## config.mk

```make
export PLATFORM = sky130hd
export DESIGN_NAME = rtp_header_extension_parser
export DESIGN_NICKNAME = d
export VERILOG_FILES = /design/src/hdl/rtphx_pkg.sv /design/src/hdl/rtp_header_extension_parser.sv
export SDC_FILE = /design/constraint.sdc
export NUM_CORES = 1
export LEC_CHECK = 0
export ABC_CLOCK_PERIOD_IN_PS = 5020
export BUFFER_PORTS_ARGS = -buffer_cell sky130_fd_sc_hd__buf_2
export CORE_MARGIN = 1.5
export CORE_UTILIZATION = 44
export CTS_CLUSTER_SIZE = 10
export DETAILED_ROUTE_END_ITERATION = 12
export RECOVER_POWER = 100
export SETUP_SLACK_MARGIN = 0.02
export SLEW_MARGIN = 40
export SYNTH_ARGS = -nofsm -noshare
export SYNTH_HDL_FRONTEND = slang
export SYNTH_SLANG_ARGS = --single-unit
export TNS_END_PERCENT = 5
```

## constraint.sdc

```tcl
create_clock -name clk_i -period 5.02 [get_ports clk_i]
set_input_delay 0.251 -clock clk_i [delete_from_list [all_inputs] [get_ports clk_i]]
set_output_delay 0.251 -clock clk_i [all_outputs]
set_load 0.1 [all_outputs]
```

## src/hdl/rtphx_pkg.sv

```systemverilog
// Constants and types for the RTP header-extension parser.
// No dependencies.
package rtphx_pkg;

  localparam logic [15:0] ProfileOneByte = 16'hBEDE;
  localparam logic [15:0] ProfileTwoByte = 16'h1000;
  localparam logic [15:0] ProfileTwoMask = 16'hFFF0;
  localparam logic [7:0]  IdReserved     = 8'h0F;

  localparam logic [1:0] KindPayload   = 2'd0;
  localparam logic [1:0] KindEmpty     = 2'd1;
  localparam logic [1:0] KindMalformed = 2'd2;

  typedef enum logic [2:0] {
    ModeIgnore = 3'b001,
    ModeOne    = 3'b010,
    ModeTwo    = 3'b100
  } mode_e;

  typedef enum logic [2:0] {
    PhaseId   = 3'b001,
    PhaseLen  = 3'b010,
    PhaseData = 3'b100
  } phase_e;

endpackage

```

## src/hdl/rtp_header_extension_parser.sv

```systemverilog
// RTP header-extension parser: one-byte (0xBEDE) and two-byte (0x100x) forms.
// Depends on rtphx_pkg.
// Path: a result passes the input register and then the output register, held
// longer while an earlier result beat waits on out_ready_i.
// Throughput: one byte per cycle unless a result beat waits on out_ready_i; the
// input register feeds the per-byte state update, which writes the output register in the same cycle.
// Reset: asynchronous; clears all parser state, the block ignores bytes until
// a block start arrives.
module rtp_header_extension_parser (
  input  logic        clk_i,
  input  logic        rst_ni,
  input  logic        in_valid_i,
  output logic        in_ready_o,
  input  logic [7:0]  ext_byte_i,
  input  logic        block_start_i,
  input  logic        block_end_i,
  input  logic [15:0] profile_word_i,
  output logic        out_valid_o,
  input  logic        out_ready_i,
  output logic [1:0]  kind_o,
  output logic [7:0]  element_id_o,
  output logic        two_byte_format_o,
  output logic [7:0]  byte_offset_o,
  output logic [7:0]  payload_byte_o,
  output logic [7:0]  element_length_o,
  output logic        element_last_o
);
  import rtphx_pkg::*;

  // input register
  logic        in_valid_q;
  logic [7:0]  byte_q;
  logic        start_q, end_q;
  logic [15:0] prof_q;

  // parser state
  mode_e       mode_q, mode_d;
  phase_e      phase_q, phase_d;
  logic [7:0]  id_q, id_d;
  logic [7:0]  len_q, len_d;
  logic [7:0]  left_q, left_d;
  logic [7:0]  offs_q, offs_d;

  // working values after block-start override
  mode_e       mode_w;
  phase_e      phase_w;
  logic [7:0]  id_w, len_w, left_w, offs_w;
  logic [7:0]  hdr_id;
  logic [7:0]  one_len;
  logic        stop;

  // result
  logic        res_v;
  logic [1:0]  res_kind;
  logic [7:0]  res_id, res_offs, res_data, res_len;
  logic        res_last;

  logic        advance;

  assign advance    = in_valid_q && (!out_valid_o || out_ready_i || !res_v);
  assign in_ready_o = !in_valid_q || advance;

  always_ff @(posedge clk_i or negedge rst_ni) begin
    if (!rst_ni) begin
      in_valid_q <= 1'b0;
    end else if (in_valid_i && in_ready_o) begin
      in_valid_q <= 1'b1;
    end else if (advance) begin
      in_valid_q <= 1'b0;
    end
  end

  always_ff @(posedge clk_i) begin
    if (in_valid_i && in_ready_o) begin
      byte_q  <= ext_byte_i;
      start_q <= block_start_i;
      end_q   <= block_end_i;
      prof_q  <= profile_word_i;
    end
  end

  assign hdr_id  = (mode_w == ModeOne) ? {4'd0, byte_q[7:4]} : byte_q;
  assign one_len = {4'd0, byte_q[3:0]} + 8'd1;

  always_comb begin
    mode_w  = mode_q;
    phase_w = phase_q;
    id_w    = id_q;
    len_w   = len_q;
    left_w  = left_q;
    offs_w  = offs_q;
    if (start_q) begin
      if (prof_q == ProfileOneByte) begin
        mode_w = ModeOne;
      end else if ((prof_q & ProfileTwoMask) == ProfileTwoByte) begin
        mode_w = ModeTwo;
      end else begin
        mode_w = ModeIgnore;
      end
      phase_w = PhaseId;
      id_w    = '0;
      len_w   = '0;
      left_w  = '0;
      offs_w  = '0;
    end

    mode_d   = mode_w;
    phase_d  = phase_w;
    id_d     = id_w;
    len_d    = len_w;
    left_d   = left_w;
    offs_d   = offs_w;
    stop     = 1'b0;
    res_v    = 1'b0;
    res_kind = KindPayload;
    res_id   = '0;
    res_offs = '0;
    res_data = '0;
    res_len  = '0;
    res_last = 1'b0;

    if (mode_w == ModeIgnore) begin
      phase_d = PhaseId;
    end else begin
      case (phase_w)
        PhaseId: begin
          // id 0 is padding and is skipped
          if (hdr_id != 8'd0) begin
            id_d = hdr_id;
            if (hdr_id >= IdReserved) begin
              res_v    = 1'b1;
              res_kind = KindMalformed;
              res_id   = hdr_id;
              stop     = 1'b1;
            end else if (mode_w == ModeOne) begin
              len_d = one_len;
              if (end_q) begin
                res_v    = 1'b1;
                res_kind = KindMalformed;
                res_id   = hdr_id;
                res_len  = one_len;
                stop     = 1'b1;
              end else begin
                left_d  = one_len;
                offs_d  = '0;
                phase_d = PhaseData;
              end
            end else begin
              len_d = '0;
              if (end_q) begin
                res_v    = 1'b1;
                res_kind = KindMalformed;
                res_id   = hdr_id;
                stop     = 1'b1;
              end else begin
                phase_d = PhaseLen;
              end
            end
          end
        end
        PhaseLen: begin
          len_d = byte_q;
          if (byte_q == 8'd0) begin
            res_v    = 1'b1;
            res_kind = KindEmpty;
            res_id   = id_w;
            res_last = 1'b1;
            phase_d  = PhaseId;
          end else if (end_q) begin
            res_v    = 1'b1;
            res_kind = KindMalformed;
            res_id   = id_w;
            res_len  = byte_q;
            stop     = 1'b1;
          end else begin
            left_d  = byte_q;
            offs_d  = '0;
            phase_d = PhaseData;
          end
        end
        PhaseData: begin
          if (left_w <= 8'd1) begin
            res_v    = 1'b1;
            res_kind = KindPayload;
            res_id   = id_w;
            res_offs = offs_w;
            res_data = byte_q;
            res_len  = len_w;
            res_last = 1'b1;
            left_d   = '0;
            phase_d  = PhaseId;
          end else if (end_q) begin
            res_v    = 1'b1;
            res_kind = KindMalformed;
            res_id   = id_w;
            res_len  = len_w;
            stop     = 1'b1;
          end else begin
            res_v    = 1'b1;
            res_kind = KindPayload;
            res_id   = id_w;
            res_offs = offs_w;
            res_data = byte_q;
            res_len  = len_w;
            left_d   = left_w - 8'd1;
            offs_d   = offs_w + 8'd1;
          end
        end
        default: begin
          phase_d = PhaseId;
        end
      endcase
    end

    if (stop || end_q) begin
      mode_d  = ModeIgnore;
      phase_d = PhaseId;
      left_d  = '0;
      offs_d  = '0;
    end
  end

  always_ff @(posedge clk_i or negedge rst_ni) begin
    if (!rst_ni) begin
      mode_q  <= ModeIgnore;
      phase_q <= PhaseId;
      id_q    <= '0;
      len_q   <= '0;
      left_q  <= '0;
      offs_q  <= '0;
    end else if (advance) begin
      mode_q  <= mode_d;
      phase_q <= phase_d;
      id_q    <= id_d;
      len_q   <= len_d;
      left_q  <= left_d;
      offs_q  <= offs_d;
    end
  end

  // output register
  always_ff @(posedge clk_i or negedge rst_ni) begin
    if (!rst_ni) begin
      out_valid_o <= 1'b0;
    end else if (advance && res_v) begin
      out_valid_o <= 1'b1;
    end else if (out_ready_i) begin
      out_valid_o <= 1'b0;
    end
  end

  always_ff @(posedge clk_i) begin
    if (advance && res_v) begin
      kind_o            <= res_kind;
      element_id_o      <= res_id;
      two_byte_format_o <= (mode_w == ModeTwo);
      byte_offset_o     <= res_offs;
      payload_byte_o    <= res_data;
      element_length_o  <= res_len;
      element_last_o    <= res_last;
    end
  end

  // assertions
  a_ignore_phase: assert property (@(posedge clk_i) disable iff (!rst_ni)
    (mode_q == ModeIgnore) |-> (phase_q == PhaseId))
    else $error("parser phase left idle while ignoring bytes");

  a_data_left: assert property (@(posedge clk_i) disable iff (!rst_ni)
    (phase_q == PhaseData) |-> (left_q != 8'd0))
    else $error("inside element data with no bytes left");

  a_last_offset: assert property (@(posedge clk_i) disable iff (!rst_ni)
    (out_valid_o && kind_o == KindPayload && element_last_o)
      |-> (byte_offset_o == element_length_o - 8'd1))
    else $error("last payload beat offset does not match element length");

  a_kind_legal: assert property (@(posedge clk_i) disable iff (!rst_ni)
    out_valid_o |-> (kind_o != 2'd3))
    else $error("illegal result kind");

endmodule

```

==> results of run 1 <==
[report_power, final]
group / switching [W] / internal (W)
logic: 0.000159 / 0.0000478
registers: 0.0000274 / 0.000923
clock network: 0.000316 / 0.000388
[metrics by stage]
stage               cells  total power [W]  area (um^2)
global placement      731          0.00117         5980
finish                748          0.00186         6220
floorplan             515          0.00111         5450
global route          748          0.00193         6220
CTS                   748          0.00188         6290
detailed placement    731          0.00118         5980
[worst min-delay path by stage]
stage / end / cells after the start
finish: prof_q[9]$_DFFE_PP_ / 1
global route: prof_q[4]$_DFFE_PP_ / 1
CTS: byte_q[6]$_DFFE_PP_ / 1
detailed placement: offs_q[6]$_DFFE_PN0P_ / 1
global placement: byte_q[4]$_DFFE_PP_ / 1
floorplan: id_q[0]$_DFFE_PN0P_ / 0
[final cells by class]
type / count / area, um^2
fill: 1127 / 5840
inverter: 10 / 37.5
sequential: 102 / 2870
tap: 168 / 210
clock inverter: 7 / 72.6
timing repair buffer: 78 / 382
clock buffer: 9 / 225
multi-input combinational: 374 / 2430
[state kept, by name, summed over array words and instances, names as in the netlist, 2 cells and up]
register / flops
phase_q: 3
byte_q: 8
prof_q: 16
left_q: 8
kind_o: 2
id_q: 8
len_q: 8
element_length_o: 8
offs_q: 8
element_id_o: 8
payload_byte_o: 8
byte_offset_o: 8
mode_q: 3
[critical path, stage by stage, from the launching register on]
cell      delay (ns)
edfxtp_1        0.37
or4b_4          0.57
o41ai_1         0.86
o21ai_0         0.72
nor2b_1         0.41
o211ai_1        0.21
nor2_4          0.40
buf_12          0.24
[placed cells by master, fill, tap and decap left out, types with 4 or more instances in the layout]
cell,Yosys,routed
nor2_1,53,52
o21a_1,4,4
a32oi_1,7,7
buf_4,0,8
or4_1,5,6
nand4_1,6,6
and2_0,1,10
clkbuf_1,25,39
o22ai_1,4,4
nand3_1,7,7
o2bb2ai_1,8,8
o21ai_0,29,29
nor4_1,6,5
xnor2_1,4,4
dfrtp_1,38,38
buf_2,3,29
nand2_1,44,44
nor3_1,11,11
inv_1,8,8
a21oi_1,32,31
nor2b_1,8,8
ha_1,7,7
clkbuf_16,0,9
a22oi_1,14,14
mux2_2,6,6
edfxtp_1,62,62
and3_1,4,4
a32o_1,9,10
a22o_1,17,17
o211ai_1,6,6
[cell families after synthesis]
group | count (synthesis) | synth area share
and+or+nand+nor | 180 | 0.168
AOI/OAI and AO/OA | 172 | 0.235
DFF | 102 | 0.526
buffers and inverters | 39 | 0.0276
muxes | 9 | 0.0179
adders and majority gates | 7 | 0.0161
xor gates and xnor gates | 6 | 0.00965
[layer usage]
layer / wire length [um] / vias up / global-route usage
met1: 6700 / 2205 / 0.336
met4: 539 / 0 / 0.118
met2: 6580 / 222 / 0.367
li1: - / 2116 / -
met3: 1210 / 40 / 0.0614
met5: 0 / - / 0
==> summary.txt, run 1 <==
Clock tree
  • Post_cts resized: 0
  • # H-tree levels: 3
  • TritonCTS clock tree: built
  • CTS Buf Count: 9
  • CTS root buf: clkbuf_16
  • Skew-Pair Late Insertion Delay: 0.36 ns
  • Worst-path clk slew: 0.07 ns
  • Hold Buf Count CTS: 1
  • Clock sink total: 102
  • CTS Buffer Depth: 2
  • Setup Buffers After CTS: 0

Synth
  • Cell taking the most area after synthesis: edfxtp_1
  • Synth top area share: 0.342
  • Async SR Flop Fraction: 0.392
  • Most common cell in the netlist: edfxtp_1
  • Register bit count reported by yosys: 102
  • YS warnings: 0
  • Post-Syn Area: 5450 um^2
  • Netlist cell types: 75
  • Sequential fraction of the synthesis area: 0.526
  • Synth top area cells: edfxtp_1, dfrtp_1, nor2_1, nand2_1, a21oi_1
  • Net Count, Synth: 552
  • Most common library cells after synthesis: edfxtp_1, nor2_1, nand2_1, dfrtp_1, a21oi_1
  • Synthesized area per cell: 10.6 um^2
  • Ys flop type: edfxtp_1
  • Post-Synthesis Cells: 515
  • Post-synth EDFFs: 62

Die
  • Die Wd: 114 um
  • Die area: 13100 um^2
  • Core area: 12100 um^2
  • FP Rows: 40
  • I/O pins: 68
  • Die height: 114 um
  • Initial Util: 0.451

Power and ir drop
  • PD cells: 299 nW/um^2
  • Leakage power: 2.22 nW
  • VDD IR-drop max: 0.254 mV

GRT
  • GRT Util Overall: 0.246
  • First-pass GRT wire length: 23900 um
  • Maximum number of pins on one net before global-route repair: 41
  • Antenna violations before repair: 0
  • Vias in the first global route: 4457
  • Grt total ovfl: 0

Critical path
  • Reg2reg start: prof_q[5]$_DFFE_PP_
  • CP endpoint: payload_byte_o[1]$_SDFFCE_PP0P_
  • Crit. Startpoint: prof_q[5]$_DFFE_PP_
  • Crit path required time: 5.08 ns
  • R2r endpoint: payload_byte_o[1]$_SDFFCE_PP0P_
  • CP max FO: 25
  • Worst Path Arrival: 4.15 ns
  • Startpoint types: flip-flop
  • Kind of critical path: flip-flop to flip-flop
  • Capturing element type of the critical path: flip-flop
  • Flop2flop setup slack: 0.93 ns
  • Worst-case reg-to-reg path depth: 7

STA
  • Final Hold Viols: 0
  • TNS Setup: 0 ns
  • Max frequency: 244 MHz
  • Minimum clock period: 4.09 ns
  • Setup violators final: 0
  • RSZ-0062 raised after global routing: no
  • Rel. slew slack: -0.607
  • Worst Max-Slew Pin Slew: 2.41 ns
  • PnR worst setup slack: 0.927 ns
  • Max-slew violations: 41
  • Part of the cycle the worst path needs: 0.815
  • WHS: 0.0634 ns
  • Fin Clk Skew: 0.00481 ns

Routing
  • DRC errors left: 0
  • Routed vias/inst: 6.13
  • Via count: 4583
  • DR pass1 iterations: 5
  • Drt total wl: 15000 um
  • Initial DRC Count: 408
  • Routed Antenna Nets: 0
  • Routed WL per cell: 20.1 um

Cells and area
  • Area Growth Syn to Fin: 14.2%
  • Fraction of layout cells with a size suffix above 1: 0.138
  • Net count, final: 612
  • Final Util: 0.516
  • Antenna Cells: 0

Worst hold path
  • Start point of the worst hold path: profile_word_i[9]
  • Worst hold-check path type: input port to flip-flop

Placed design
  • Place WS: 1.43 ns
  • Detail Placement HPWL: 10600 um
  • GPL Wtd Cong: 0.935
  • Number of port buffers: 67

Job
  • # Max-Cap Violations: 1

Status
  • Failing checks: max-capacitance violations, max-slew violations
  • Status: finished, violations left
(Power assumes the default switching activity.)
==> inputs of run 2 (changes only) <==
- ABC_AREA: unset -> 1
- ABC_CLOCK_PERIOD_IN_PS: 5020 -> 4300
- clock period: 5.02 -> 4.3 ns (I/O delays scaled with it)
==> run 2 against run 1 <==
- the flow still finishes with violations (max-capacitance violations, max-slew violations)
- worst hold slack got worse by 0.041 ns
- synthesized cell count increased by 40%
- total power is 38% higher
- clock power up 13%
- via count rose by 15%
- cell area rose by 7.1%
- critical path depth rose by 10
- sequential cell count is the same
- clock skew rose by 0.0053 ns
- combinational power grew to 2.9 times the previous value
- highest routed layer unchanged
==> summary.txt, run 2 <==
Worst hold path
  • Worst hold-check path type: input port to flip-flop
  • Hold path cells: 1
  • Start point of the worst hold path: profile_word_i[5]
  • Endpoint, Worst Hold: prof_q[5]$_DFFE_PP_

Synth
  • Post-Synthesis Cells: 720
  • Synth top area share: 0.312
  • Ys flop type: edfxtp_1
  • Netlist cell types: 50
  • Synth top area cells: edfxtp_1, dfrtp_1, nand2_1, nor2_1, inv_1
  • Most common cell in the netlist: nand2_1
  • Most common library cells after synthesis: nand2_1, nor2_1, inv_1, edfxtp_1, nand3_1
  • Post-synth EDFFs: 62
  • Post-Syn Area: 5960 um^2
  • Net Count, Synth: 757
  • YS warnings: 0
  • Async SR Flop Fraction: 0.392
  • Register bit count reported by yosys: 102
  • Cell taking the most area after synthesis: edfxtp_1
  • Sequential fraction of the synthesis area: 0.480
  • Synthesized area per cell: 8.28 um^2

STA
  • Rel. slew slack: -0.693
  • Final Hold Viols: 0
  • RSZ-0062 raised after global routing: no
  • Part of the cycle the worst path needs: 0.917
  • Worst Max-Slew Pin Slew: 2.54 ns
  • Minimum clock period: 3.94 ns
  • Setup violators final: 0
  • Max frequency: 254 MHz
  • Fin Clk Skew: 0.0101 ns
  • WHS: 0.0227 ns
  • Max-slew violations: 41
  • TNS Setup: 0 ns

Job
  • # Max-Cap Violations: 1

Die
  • Initial Util: 0.450
  • Die Wd: 119 um
  • Core area: 13200 um^2
  • Die area: 14300 um^2
  • I/O pins: 68
  • FP Rows: 42
  • Die height: 119 um

Clock tree
  • Setup Buffers After CTS: 0
  • CTS Buf Count: 9
  • TritonCTS clock tree: built
  • Clock sink total: 102
  • CTS root buf: clkbuf_16
  • Post_cts resized: 0
  • Worst-path clk slew: 0.08 ns
  • Skew-Pair Late Insertion Delay: 0.36 ns
  • # H-tree levels: 3
  • CTS Buffer Depth: 2

Critical path
  • Startpoint types: flip-flop
  • CP max FO: 18
  • Worst Path Arrival: 4.24 ns
  • Crit path required time: 4.60 ns
  • Capturing element type of the critical path: flip-flop
  • Flop2flop setup slack: 0.36 ns
  • Worst-case reg-to-reg path depth: 17
  • Reg2reg start: start_q$_DFFE_PP_
  • Kind of critical path: flip-flop to flip-flop
  • R2r endpoint: phase_q[2]$_DFFE_PN0P_

Placed design
  • Number of port buffers: 67
  • Post-DP Area: 6500 um^2
  • DP Cell Count: 953
  • Detail Placement HPWL: 12400 um
  • GPL Wtd Cong: 0.965

GRT
  • Vias in the first global route: 5111
  • Antenna violations before repair: 0
  • First-pass GRT wire length: 27100 um
  • Grt total ovfl: 0
  • GRT Util Overall: 0.249
  • Maximum number of pins on one net before global-route repair: 41

Cells and area
  • Fillers: 1363
  • Net count, final: 826
  • Reg with most FFs: prof_q
  • Fraction of layout cells with a size suffix above 1: 0.121
  • Area Growth Syn to Fin: 11.7%
  • Commonest cells after routing, fill and taps aside: nand2_1, nor2_1, inv_1
  • Most common cell after layout, fill and taps aside: nand2_1
  • Antenna Cells: 0
  • Final Util: 0.503
  • Final Non-Filler Cells: 970
  • Largest register FFs: 16
  • Post-route design area: 6660 um^2

Routing
  • Via count: 5288
  • DRC errors left: 0
  • Drt total wl: 17000 um
  • Initial DRC Count: 623
  • DR pass1 iterations: 5
  • Routed Antenna Nets: 0
  • Routed vias/inst: 5.45
  • Routed WL per cell: 17.5 um

Power and ir drop
  • Leakage power: 2.87 nW
  • PD cells: 386 nW/um^2
  • VDD IR-drop max: 0.227 mV

Status
  • Failing checks: max-capacitance violations, max-slew violations
  • Status: finished, violations left
run 2: how the worst max path moves through the flow:
stage / startpoint / to / slack (ns)
6_report: start_q$_DFFE_PP_ / phase_q[2]$_DFFE_PN0P_ / 0.36
5_1_grt: start_q$_DFFE_PP_ / payload_byte_o[2]$_SDFFCE_PP0P_ / 0.07
4_1_cts: start_q$_DFFE_PP_ / payload_byte_o[2]$_SDFFCE_PP0P_ / 0.44
3_5_place_dp: start_q$_DFFE_PP_ / element_length_o[0]$_SDFFCE_PP0P_ / 0.46
3_3_place_gp: start_q$_DFFE_PP_ / element_length_o[5]$_SDFFCE_PP0P_ / 0.58
2_1_floorplan: prof_q[5]$_DFFE_PP_ / byte_q[0]$_DFFE_PP_ / 0.54
run 2: worst max-delay path, cell delays in order (launching register included):
cell	delay, ns
edfxtp_1	0.59
inv_2	0.27
buf_4	0.27
nand2_1	0.23
inv_1	0.16
ha_1	0.16
o21ai_0	0.14
nor3b_4	0.22
inv_2	0.05
nand2_1	0.22
o22ai_1	0.12
clkinv_1	0.06
nand2_1	0.05
nand2_1	0.14
nand2_2	0.07
nor2_2	0.82
nand3_1	0.18
nand2_1	0.12
run 2: where the power goes:
group / switching (W) / leakage [nW] / total, W / internal (W)
Combinational: 0.000481 / 1.60 / 0.000595 / 0.000114
Sequential: 0.0000489 / 1.13 / 0.00118 / 0.00113
Clock: 0.000392 / 0.141 / 0.000799 / 0.000407
Total: 0.000922 / 2.87 / 0.00257 / 0.00165
run 2: per-layer routing:
layer  part of all wire  track usage  vias to the layer above
li1                   -            -                     2541
met1               0.45        0.346                     2513
met2               0.46        0.395                      204
met3              0.066       0.0417                       30
met4              0.023       0.0871                        0
met5                  0            0                        -
run 2: cell families after synthesis:
group                      after synthesis  synth area share
DFF                                    102             0.480
AOI/OAI and AO/OA                      105             0.112
and+or+nand+nor                        390             0.303
buffers and inverters                  107            0.0766
xor gates and xnor gates                 9            0.0132
adders and majority gates                7            0.0147
run 2: area by class of cell:
cell class                 count  area (um^2)  area share
sequential                   102         2870       0.430
multi-input combinational    511         2590       0.389
timing repair buffer          81          382      0.0573
inverter                      84          318      0.0477
clock buffer                  10          229      0.0344
tap                          176          220      0.0330
clock inverter                 6         60.1     0.00901
run 2: metrics by stage:
stage / setup WS, ns / total power [W]
final: 0.359 / 0.00257
after global routing: 0.0664 / 0.00268
after CTS: 0.442 / 0.00261
after detailed placement: 0.460 / 0.00181
after global placement: 0.584 / 0.00180
after floorplan: 0.536 / 0.00166
run 2: what timing repair did:
action,in CTS,in global routing
setup endpoints to repair,0,0
hold buffers,1,0
hold endpoints to repair,38,0
==> inputs of run 3 (changes only) <==
- ABC_AREA: 1 -> unset
==> run 3 against run 2 <==
- clock skew grew 0.0022 ns
- first-iteration DRC count shrank 17%
- combinational power shrank 58%
- via count shrank 13%
- worst hold slack gained 0.0072 ns
- sequential share of layout area grew 2.6 points
- cell area shrank 5.7%
- highest routed layer unchanged
- the flow still finishes with violations (max-capacitance violations, max-slew violations)
- wire length shrank 8.7%
==> summary.txt, run 3 (synthesis gave the netlist of run 1 again) <==
Status
  • Status: finished, violations left
  • Failing checks: max-capacitance violations, max-slew violations

Routing
  • Drt total wl: 15500 um
  • Initial DRC Count: 519
  • Routed WL per cell: 20.6 um
  • Via count: 4596
  • Routed Antenna Nets: 0
  • DR pass1 iterations: 7
  • DRC errors left: 0
  • Routed vias/inst: 6.10

Critical path
  • Kind of critical path: flip-flop to output pin
  • Crit path largest cell delay: 0.69 ns
  • CP endpoint: in_ready_o
  • R2r endpoint: id_q[3]$_DFFE_PN0P_
  • Startpoint types: flip-flop
  • Flop2flop setup slack: 0.55 ns
  • Slowest-stage cell, CP: nor4_1
  • Worst-case reg-to-reg path depth: 7
  • Crit path required time: 4.09 ns
  • Crit-path cells: or4b_1, nor4_1, o32a_1, a32o_1, a21oi_1, o2111ai_1, buf_2
  • CP max FO: 5
  • Crit. Startpoint: prof_q[5]$_DFFE_PP_
  • Capturing element type of the critical path: output pin
  • Worst Path Arrival: 3.53 ns
  • Reg2reg start: prof_q[5]$_DFFE_PP_

Cells and area
  • Post-route design area: 6280 um^2
  • Antenna Cells: 0
  • Largest register FFs: 16
  • Fraction of layout cells with a size suffix above 1: 0.140
  • Commonest cells after routing, fill and taps aside: edfxtp_1, nor2_1, nand2_1
  • Most common cell after layout, fill and taps aside: edfxtp_1
  • Final Util: 0.521
  • Reg with most FFs: prof_q
  • Net count, final: 617
  • Area Growth Syn to Fin: 15.3%

Placed design
  • GPL Wtd Cong: 0.898
  • Post-DP Area: 6030 um^2
  • Number of port buffers: 67
  • Place WS: 0.644 ns
  • Detail Placement HPWL: 10700 um

Clock tree
  • # H-tree levels: 3
  • CTS Buffer Depth: 2
  • Worst-path clk slew: 0.07 ns
  • TritonCTS clock tree: built
  • Clock sink total: 102
  • Setup Buffers After CTS: 0
  • Post_cts resized: 0
  • Skew-Pair Late Insertion Delay: 0.36 ns
  • Hold Buf Count CTS: 1
  • CTS Buf Count: 9
  • CTS root buf: clkbuf_16

Die
  • FP Rows: 40
  • Initial Util: 0.451
  • Die height: 114 um
  • I/O pins: 68
  • Core area: 12100 um^2
  • Die Wd: 114 um
  • Die area: 13100 um^2

GRT
  • Vias in the first global route: 4270
  • First-pass GRT wire length: 24000 um
  • Antenna violations before repair: 0
  • GRT Util Overall: 0.245
  • Grt total ovfl: 0
  • Maximum number of pins on one net before global-route repair: 41

STA
  • Rel. slew slack: -0.634
  • Minimum clock period: 3.75 ns
  • Max frequency: 267 MHz
  • Final Hold Viols: 0
  • Fin Clk Skew: 0.0122 ns
  • Setup violators final: 0
  • PnR worst setup slack: 0.551 ns
  • WHS: 0.0298 ns
  • Part of the cycle the worst path needs: 0.872
  • Worst Max-Slew Pin Slew: 2.45 ns
  • RSZ-0062 raised after global routing: no
  • Max-slew violations: 41

Power and ir drop
  • PD cells: 356 nW/um^2
  • Leakage power: 2.26 nW
  • VDD IR-drop max: 0.259 mV
  • Power consumption: 0.00223 W

Worst hold path
  • Worst hold-check path type: input port to flip-flop

Job
  • # Max-Cap Violations: 1
-- run 3: cell types whose count changed in the layout (fill, tap and decap cells not counted), moves of 7 or more --
cell and delta:
a21oi_1 +11, a22oi_1 +11, nand3_1 -43, and2_0 +10
nand2_2 -11, a22o_1 +17, inv_1 -70, nand2_1 -150
o21ai_0 -9, xor2_1 -7, nor2_1 -32, a32o_1 +10
nor2b_1 +8, o2bb2ai_1 +8
-- run 3: routing by layer --
layer | global-route usage | vias to the layer above | part of all wire | wire (um)
li1 | - | 2124 | - | -
met1 | 0.340 | 2261 | 0.46 | 7080
met2 | 0.369 | 183 | 0.46 | 7130
met3 | 0.0524 | 28 | 0.058 | 906
met4 | 0.107 | 0 | 0.026 | 406
met5 | 0.0275 | - | 0 | 0
-- run 3: how the worst min path moves through the flow --
stage | start | depth (start not counted) | end | slack (ns)
global placement | profile_word_i[13] | 1 | prof_q[13]$_DFFE_PP_ | 0.39
finish | block_start_i | 1 | start_q$_DFFE_PP_ | 0.03
global route | profile_word_i[1] | 1 | prof_q[1]$_DFFE_PP_ | 0.01
detailed placement | rst_ni | 1 | offs_q[6]$_DFFE_PN0P_ | 0.26
CTS | profile_word_i[14] | 1 | prof_q[14]$_DFFE_PP_ | 0.02
floorplan | rst_ni | 0 | id_q[0]$_DFFE_PN0P_ | -0.08
-- run 3: stage by stage --
stage          instances  setup TNS (ns)
2_1_floorplan        515           -3.91
3_3_place_gp         736               0
3_5_place_dp         736               0
4_1_cts              753               0
5_1_grt              753               0
6_report             753               0
-- run 3: layout make-up --
type                            instances  area, um^2
Tap cell                              168         210
Inverter                               10        37.5
Multi-Input combinational cell        374        2440
Clock buffer                           10         229
Fill cell                            1103        5780
Clock inverter                          6        87.6
Sequential cell                       102        2870
Timing Repair Buffer                   83         415
-- run 3: power by group --
group          internal (W)  switching (W)  total [W]
combinational     0.0000587       0.000190   0.000249
clock              0.000510       0.000368   0.000878
sequential          0.00108      0.0000291    0.00111
total               0.00165       0.000587    0.00223
-- run 3: critical path, delay by kind of cell (launching register included) --
kind                   cells  cell delay (ns)
and+or+nand+nor            2             1.32
AOI/OAI and AO/OA          4             1.00
buffers and inverters      1             0.49
DFF                        1             0.36
